<file path="config.mk">
export PLATFORM = sky130hd
export DESIGN_NAME = c8ic_ctrl
export DESIGN_NICKNAME = d
export VERILOG_FILES = /design/src/sv/c8ic_pkg.sv /design/src/sv/c8ic_ctrl.sv
export VERILOG_INCLUDE_DIRS = /design/src /design/src/sv
export SDC_FILE = /design/constraint.sdc
export NUM_CORES = 1
export LEC_CHECK = 0
export BUFFER_PORTS_ARGS = -buffer_cell sky130_fd_sc_hd__buf_4
export CAP_MARGIN = 20
export CORE_AREA = 10 10 59 61
export CTS_CLUSTER_SIZE = 8
export DETAILED_ROUTE_END_ITERATION = 8
export DIE_AREA = 0 0 69 71
export PLACE_DENSITY = 0.72
export SETUP_SLACK_MARGIN = 0.15
export SYNTH_ARGS = -nofsm -noshare
export SYNTH_HDL_FRONTEND = slang
export SYNTH_SLANG_ARGS = --single-unit
</file>
<file path="constraint.sdc">
create_clock -name i_clk -period 2.1 [get_ports i_clk]
set_input_delay 0.315 -clock i_clk [delete_from_list [all_inputs] [get_ports i_clk]]
set_output_delay 0.315 -clock i_clk [all_outputs]
set_load 0.005 [all_outputs]
</file>
<file path="src/sv/assert_macros.svh">
// assertion helpers shared by the rtl files
`ifndef ASSERT_MACROS_SVH
`define ASSERT_MACROS_SVH
`ifndef SYNTHESIS
// check a property on every edge once reset is released
`define C8IC_ASSERT(lbl, clk, rstn, prop) \
    lbl: assert property (@(posedge clk) disable iff (!rstn) prop) \
        else $error("c8ic assertion failed");
// check a property on every edge, reset included
`define C8IC_ASSERT_ALWAYS(lbl, clk, prop) \
    lbl: assert property (@(posedge clk) prop) else $error("c8ic assertion failed");
`else
`define C8IC_ASSERT(lbl, clk, rstn, prop)
`define C8IC_ASSERT_ALWAYS(lbl, clk, prop)
`endif
`endif

</file>
<file path="src/sv/c8ic_pkg.sv">
// ----------------------------------------------------------------------------
// c8ic_pkg
// types, codes and the font table of the chip-8 instruction core
// ----------------------------------------------------------------------------
package c8ic_pkg;

    localparam int MEM_BYTES   = 4096;
    localparam int STACK_DEPTH = 16;
    localparam int PIXEL_STORE = 2048;
    localparam int MEM_AW      = 12;

    localparam logic [11:0] PC_START   = 12'h200;
    localparam logic [6:0]  MAX_WIDTH  = 7'd64;
    localparam logic [5:0]  MAX_HEIGHT = 6'd32;
    localparam logic [7:0]  OPC_CLS    = 8'hE0;
    localparam logic [7:0]  OPC_RET    = 8'hEE;

    localparam logic [1:0] OP_LOAD = 2'd0;
    localparam logic [1:0] OP_EXEC = 2'd1;
    localparam logic [1:0] OP_READ = 2'd2;
    localparam logic [1:0] OP_PIX  = 2'd3;

    localparam logic [1:0] ST_OK     = 2'd0;
    localparam logic [1:0] ST_UNIMPL = 2'd1;
    localparam logic [1:0] ST_OVER   = 2'd2;
    localparam logic [1:0] ST_UNDER  = 2'd3;

    localparam logic [1:0] CFG_WIDTH  = 2'd0;
    localparam logic [1:0] CFG_HEIGHT = 2'd1;

    localparam logic [3:0] GRP_SYS  = 4'h0;
    localparam logic [3:0] GRP_JP   = 4'h1;
    localparam logic [3:0] GRP_CALL = 4'h2;
    localparam logic [3:0] GRP_SE   = 4'h3;
    localparam logic [3:0] GRP_LD   = 4'h6;
    localparam logic [3:0] GRP_ADD  = 4'h7;
    localparam logic [3:0] GRP_LDI  = 4'hA;
    localparam logic [3:0] GRP_DRW  = 4'hD;

    localparam int FONT_BYTES = 80;
    localparam logic [7:0] FONT [FONT_BYTES] = '{
        8'hF0, 8'h90, 8'h90, 8'h90, 8'hF0, 8'h20, 8'h60, 8'h20, 8'h20, 8'h70,
        8'hF0, 8'h10, 8'hF0, 8'h80, 8'hF0, 8'hF0, 8'h10, 8'hF0, 8'h10, 8'hF0,
        8'h90, 8'h90, 8'hF0, 8'h10, 8'h10, 8'hF0, 8'h80, 8'hF0, 8'h10, 8'hF0,
        8'hF0, 8'h80, 8'hF0, 8'h90, 8'hF0, 8'hF0, 8'h10, 8'h20, 8'h40, 8'h40,
        8'hF0, 8'h90, 8'hF0, 8'h90, 8'hF0, 8'hF0, 8'h90, 8'hF0, 8'h10, 8'hF0,
        8'hF0, 8'h90, 8'hF0, 8'h90, 8'h90, 8'hE0, 8'h90, 8'hE0, 8'h90, 8'hE0,
        8'hF0, 8'h80, 8'h80, 8'h80, 8'hF0, 8'hE0, 8'h90, 8'h90, 8'h90, 8'hE0,
        8'hF0, 8'h80, 8'hF0, 8'h80, 8'hF0, 8'hF0, 8'h80, 8'hF0, 8'h80, 8'h80
    };

    typedef enum logic [4:0] {
        S_INIT, S_IDLE, S_DISP, S_RDM, S_RDP, S_F2, S_F3, S_EX, S_CLR, S_RET,
        S_DIV, S_DIVY, S_Y0, S_ROW, S_ROWQ, S_COL, S_PWR, S_DEND, S_DONE
    } t_state;

    typedef enum logic [4:0] {
        C_NONE, C_INIT, C_ACCEPT, C_MEM_WR, C_MEM_RD, C_PIX_RD, C_RDDONE_MEM,
        C_RDDONE_PIX, C_F1, C_F2, C_F3, C_EXEC, C_CLR, C_RET_LOAD, C_DIV_STEP,
        C_DIV_LOADY, C_Y0, C_ROW_RD, C_ROW_LATCH, C_ROW_NEXT, C_COL_NEXT,
        C_DRAW_RD, C_PIX_WR, C_DRAW_END, C_DONE
    } t_cmd;

    typedef enum logic [1:0] {
        K_DONE, K_CLR, K_RET, K_DRAW
    } t_kind;

    typedef struct packed {
        logic       init_last;
        logic       clr_last;
        logic       div_last;
        logic       div_y;
        logic       pix_ok;
        logic       row_end;
        logic       col_end;
        logic       draw_bit;
        t_kind      kind;
        logic [1:0] op;
    } t_dp_status;

endpackage

</file>
<file path="src/sv/c8ic_ctrl.sv">
// ----------------------------------------------------------------------------
// c8ic_ctrl
// sequencer of the chip-8 core: init sweep, load and read requests, fetch, execute, draw, result
// ----------------------------------------------------------------------------
`include "assert_macros.svh"

module c8ic_ctrl (
    input  logic                i_clk,
    input  logic                i_rst_n,
    input  logic                i_in_valid,
    output logic                o_in_ready,
    output logic                o_out_valid,
    input  logic                i_out_ready,
    input  c8ic_pkg::t_dp_status i_status,
    output c8ic_pkg::t_cmd      o_cmd
);

    c8ic_pkg::t_state r_state, n_state;
    logic             r_out_valid, n_out_valid;

    always_ff @(posedge i_clk) begin
        if (!i_rst_n) begin
            r_state     <= c8ic_pkg::S_INIT;
            r_out_valid <= 1'b0;
        end else begin
            r_state     <= n_state;
            r_out_valid <= n_out_valid;
        end
    end

    always_comb begin
        n_state     = r_state;
        n_out_valid = r_out_valid;
        o_cmd       = c8ic_pkg::C_NONE;
        if (r_out_valid && i_out_ready) begin
            n_out_valid = 1'b0;
        end
        case (r_state)
            c8ic_pkg::S_INIT: begin
                o_cmd = c8ic_pkg::C_INIT;
                if (i_status.init_last) n_state = c8ic_pkg::S_IDLE;
            end
            c8ic_pkg::S_IDLE: begin
                if (i_in_valid) begin
                    o_cmd   = c8ic_pkg::C_ACCEPT;
                    n_state = c8ic_pkg::S_DISP;
                end
            end
            c8ic_pkg::S_DISP: begin
                case (i_status.op)
                    c8ic_pkg::OP_LOAD: begin
                        o_cmd   = c8ic_pkg::C_MEM_WR;
                        n_state = c8ic_pkg::S_DONE;
                    end
                    c8ic_pkg::OP_READ: begin
                        o_cmd   = c8ic_pkg::C_MEM_RD;
                        n_state = c8ic_pkg::S_RDM;
                    end
                    c8ic_pkg::OP_PIX: begin
                        if (i_status.pix_ok) begin
                            o_cmd   = c8ic_pkg::C_PIX_RD;
                            n_state = c8ic_pkg::S_RDP;
                        end else begin
                            n_state = c8ic_pkg::S_DONE;
                        end
                    end
                    default: begin
                        o_cmd   = c8ic_pkg::C_F1;
                        n_state = c8ic_pkg::S_F2;
                    end
                endcase
            end
            c8ic_pkg::S_RDM: begin
                o_cmd   = c8ic_pkg::C_RDDONE_MEM;
                n_state = c8ic_pkg::S_DONE;
            end
            c8ic_pkg::S_RDP: begin
                o_cmd   = c8ic_pkg::C_RDDONE_PIX;
                n_state = c8ic_pkg::S_DONE;
            end
            c8ic_pkg::S_F2: begin
                o_cmd   = c8ic_pkg::C_F2;
                n_state = c8ic_pkg::S_F3;
            end
            c8ic_pkg::S_F3: begin
                o_cmd   = c8ic_pkg::C_F3;
                n_state = c8ic_pkg::S_EX;
            end
            c8ic_pkg::S_EX: begin
                o_cmd = c8ic_pkg::C_EXEC;
                case (i_status.kind)
                    c8ic_pkg::K_CLR:  n_state = c8ic_pkg::S_CLR;
                    c8ic_pkg::K_RET:  n_state = c8ic_pkg::S_RET;
                    c8ic_pkg::K_DRAW: n_state = c8ic_pkg::S_DIV;
                    default:          n_state = c8ic_pkg::S_DONE;
                endcase
            end
            c8ic_pkg::S_CLR: begin
                o_cmd = c8ic_pkg::C_CLR;
                if (i_status.clr_last) n_state = c8ic_pkg::S_DONE;
            end
            c8ic_pkg::S_RET: begin
                o_cmd   = c8ic_pkg::C_RET_LOAD;
                n_state = c8ic_pkg::S_DONE;
            end
            c8ic_pkg::S_DIV: begin
                o_cmd = c8ic_pkg::C_DIV_STEP;
                if (i_status.div_last) begin
                    n_state = i_status.div_y ? c8ic_pkg::S_Y0 : c8ic_pkg::S_DIVY;
                end
            end
            c8ic_pkg::S_DIVY: begin
                o_cmd   = c8ic_pkg::C_DIV_LOADY;
                n_state = c8ic_pkg::S_DIV;
            end
            c8ic_pkg::S_Y0: begin
                o_cmd   = c8ic_pkg::C_Y0;
                n_state = c8ic_pkg::S_ROW;
            end
            c8ic_pkg::S_ROW: begin
                if (i_status.row_end) begin
                    n_state = c8ic_pkg::S_DEND;
                end else begin
                    o_cmd   = c8ic_pkg::C_ROW_RD;
                    n_state = c8ic_pkg::S_ROWQ;
                end
            end
            c8ic_pkg::S_ROWQ: begin
                o_cmd   = c8ic_pkg::C_ROW_LATCH;
                n_state = c8ic_pkg::S_COL;
            end
            c8ic_pkg::S_COL: begin
                if (i_status.col_end) begin
                    o_cmd   = c8ic_pkg::C_ROW_NEXT;
                    n_state = c8ic_pkg::S_ROW;
                end else if (i_status.draw_bit && i_status.pix_ok) begin
                    o_cmd   = c8ic_pkg::C_DRAW_RD;
                    n_state = c8ic_pkg::S_PWR;
                end else begin
                    o_cmd = c8ic_pkg::C_COL_NEXT;
                end
            end
            c8ic_pkg::S_PWR: begin
                o_cmd   = c8ic_pkg::C_PIX_WR;
                n_state = c8ic_pkg::S_COL;
            end
            c8ic_pkg::S_DEND: begin
                o_cmd   = c8ic_pkg::C_DRAW_END;
                n_state = c8ic_pkg::S_DONE;
            end
            c8ic_pkg::S_DONE: begin
                // result slot frees up in the same cycle it is taken
                if (!r_out_valid || i_out_ready) begin
                    o_cmd       = c8ic_pkg::C_DONE;
                    n_out_valid = 1'b1;
                    n_state     = c8ic_pkg::S_IDLE;
                end
            end
            default: n_state = c8ic_pkg::S_INIT;
        endcase
    end

    assign o_in_ready  = (r_state == c8ic_pkg::S_IDLE);
    assign o_out_valid = r_out_valid;

    `C8IC_ASSERT(a_busy_after_req, i_clk, i_rst_n, (i_in_valid && o_in_ready) |=> !o_in_ready)
    `C8IC_ASSERT(a_done_slot_free, i_clk, i_rst_n, (o_cmd == c8ic_pkg::C_DONE) |-> (!r_out_valid || i_out_ready))
    `C8IC_ASSERT(a_done_shows, i_clk, i_rst_n, (o_cmd == c8ic_pkg::C_DONE) |=> (o_out_valid && o_in_ready))

endmodule

</file>
==> reports/qor.yml <==
run_status:
  outcome: "complete, no violations"
cells_and_area:
  design_area_um2: 1460
  final_cell_mix: "32 x buf_4, 21 x a21oi_1, 12 x nand2_1"
  nNetsFinal: 217
  layout_commonest_cell: "buf_4"
  diodes: 0
  fillCellCount: 233
  layout-drive-gt1-share_pct: 30.1
  stdcell_count: 223
  areaGrowthSynthToFinish_pct: 27.1
timing:
  layout_worst_path_cycle_share_pct: 88.4
  fmax_ghz: 0.539
  skew_ps: 0.681
  rsz0062_at_grt: "yes"
  hold_ws_ps: 369
  max_slew_margin_pct: 74.2
  maxSlewViolCount: 0
  post-route-min-period_ps: 1860
  report.final.hold_viol_count: 0
  tns_ps: 0
  setup_viol: 0
  tightest_slew_ps: 385
placed_design:
  hpwl_mm: 2.96
  dp_cells: 220
  portBuffers: 22
  dpl_cell_area_um2: 1390
  routabilityCongestion: 1.00
power:
  power.net_switching_w: 0.000641
  power_frac_clock_pct: 7.4
  comb_power_share_pct: 79.7
  p_leak_nw: 0.594
  pwr-share-seq_pct: 12.9
  p_int_w: 0.000734
  irDropWorstVdd_v: 0.000860
  swShare_pct: 46.6
  power_w: 0.00138
  p_per_area_nw_per_um2: 945
floorplanning:
  die_w_um: 69
  core.rowCount: 18
  die_h_um: 71
  core-area_um2: 2390
  dieArea_um2: 4900
  io_pins: 23
  start_util_pct: 48.0
logic_synthesis:
  synthArstFlopShare_pct: 0
  yosysWarnings: 0
  synth_edf_count: 0
  synthDistinctLibCells: 54
  synth_cells: 168
  avgSynthCellArea_um2: 6.82
  syn_area_um2: 1150
  ys_seq_area_share_pct: 10.5
  synth-main-ff-cell: "dfxtp_1"
  syn-num-nets: 190
  ys_ff_latch: 6
clocking:
  cts.clk_slew.worst_paths_ps: 40
  clk_path_buf_depth: 2
  hold_buffers: 0
  cts_tree: "done"
  cts_buffers: 3
  postCtsSetupBuffers: 0
  h-tree-depth: 1
  root_buffer: "clkbuf_4"
  clock-sinks: 6
  clk_latency_ps: 240
global_route:
  grt_max_degree: 31
  use_met2_pct: 24.8
  grtUsageMet1_pct: 17.9
  grt_pass1_vias: 1324
  track_usage_pct: 14.7
  grt_pass1_wl_mm: 6.29
  antenna_found_initial: 0
  overflow: 0
  grt.busiest_layer: "met2"
  use_met3_pct: 2.37
setup_path:
  crit_top_cell: "buf_4"
  crit_type: "flop to primary output"
  end_kind: "primary output"
  crit_fanout: 18
  cpPeakStageDelay_ps: 420
  crit_start: "r_state[2]$_SDFFE_PN0P_"
  crit_slowest_cell: "dfxtp_2"
  cp.arrival_ps: 1540
  r2r_start: "r_state[2]$_SDFFE_PN0P_"
  crit_path_start_kind: "flop"
  required_ps: 1780
  crit_chain: "buf_4 > nand2_1 > a311oi_1 > o21ai_1 > buf_4"
worst_hold_path:
  hold_start: "i_rst_n"
  hold_path_class: "primary input to flop"
routing:
  drt_iter0_markers: 96
  via_per_inst: 6.28
  drc: 0
  first_pass_iters: 4
  vias: 1401
  route.detailed.wl_per_inst_um: 17.1
  wirelength_mm: 3.80
  ant_nets: 0
flow_run:
  drv_cap: 0
[cell families (layout without fill, tap and decap cells)]
| kind of cell | count (synthesis) | after routing | share of synthesized area [%] |
|---|---|---|---|
| simple gates | 64 | 64 | 32.0 |
| xor+xnor | 1 | 1 | 0.764 |
| fa+ha+maj | 6 | 6 | 6.55 |
| flops | 6 | 6 | 10.5 |
| mux | 3 | 3 | 2.84 |
| compound gates | 65 | 65 | 37.7 |
| buf+inv | 23 | 48 | 9.72 |
[cell type report]
cell class	count	area (um^2)	share of cell area (%)
Timing Repair Buffer	36	294	20.2
Multi-Input combinational cell	139	941	64.6
Inverter	9	33.8	2.32
Clock buffer	3	22.5	1.55
Sequential cell	6	128	8.76
Tap cell	30	37.5	2.58
[cells in the mapped netlist, types with 2 or more instances]
cell type	count	area, um^2
or2_1	2	12.5
mux2_2	2	22.5
nand3_1	3	15.0
a31oi_1	4	25.0
o221ai_1	3	26.3
o21ai_1	6	30.0
a21o_1	3	22.5
buf_1	2	7.51
o32ai_1	3	26.3
a21oi_1	21	105
nor2b_1	5	31.3
nand2b_1	10	62.6
o22a_1	2	17.5
nand2_1	13	48.8
buf_2	8	40.0
inv_1	9	33.8
o21ai_0	6	30.0
nor2_1	9	33.8
a32oi_1	3	26.3
buf_4	2	15.0
o22ai_1	3	18.8
nand3b_1	3	22.5
dfxtp_1	6	120
ha_1	6	75.1
nor3_1	5	25.0
[worst paths after layout]
check,to,slack (ps),depth (start not counted)
worst max-delay path,o_cmd[2],240,5
worst min-delay path,r_state[2]$_SDFFE_PN0P_,370,3
worst max register to register,r_state[1]$_SDFFE_PN0P_,430,6
worst min register to register,r_state[1]$_SDFFE_PN0P_,510,2
[registers in the layout, summed over array words and instances, names as in the netlist]
signal / cells
r_state: 5
o_out_valid: 1
[critical path, delay by kind of cell (launching register included)]
kind	cells	cell delay, ps
AO/OA/AOI/OAI	2	370
buffers and inverters	2	400
flip-flops	1	420
AND/OR/NAND/NOR	1	110
[power by group through the flow]
| stage | clock network (W) | logic (W) | registers, W |
|---|---|---|---|
| final | 0.000102 | 0.00110 | 0.000178 |
| after global routing | 0.000117 | 0.00119 | 0.000180 |
| after CTS | 0.000112 | 0.00104 | 0.000169 |
| after detailed placement | 0 | 0.00104 | 0.000171 |
| after global placement | 0 | 0.00102 | 0.000170 |
| after floorplan | 0 | 0.000690 | 0.000157 |
[through the flow]
stage,worst slack (ps),util [%]
3_3_place_gp,219,58.2
4_1_cts,165,59.3
6_report,243,61.0
2_1_floorplan,515,-
5_1_grt,105,61.0
3_5_place_dp,150,58.2
[what timing repair did]
item | CTS | global route
gates resized for setup | 2 | 13
setup endpoints to repair | 7 | 4
endpoints found under the hold margin | 0 | 0
[layer usage]
metal | share of wire, % | routed length [um] | up-vias
met4 | 1.9 | 74 | 0
met5 | 0 | 0 | -
met2 | 49 | 1870 | 59
li1 | - | - | 678
met3 | 6.4 | 245 | 6
met1 | 42 | 1610 | 658
No activity file was read; power rests on OpenSTA's default activity.
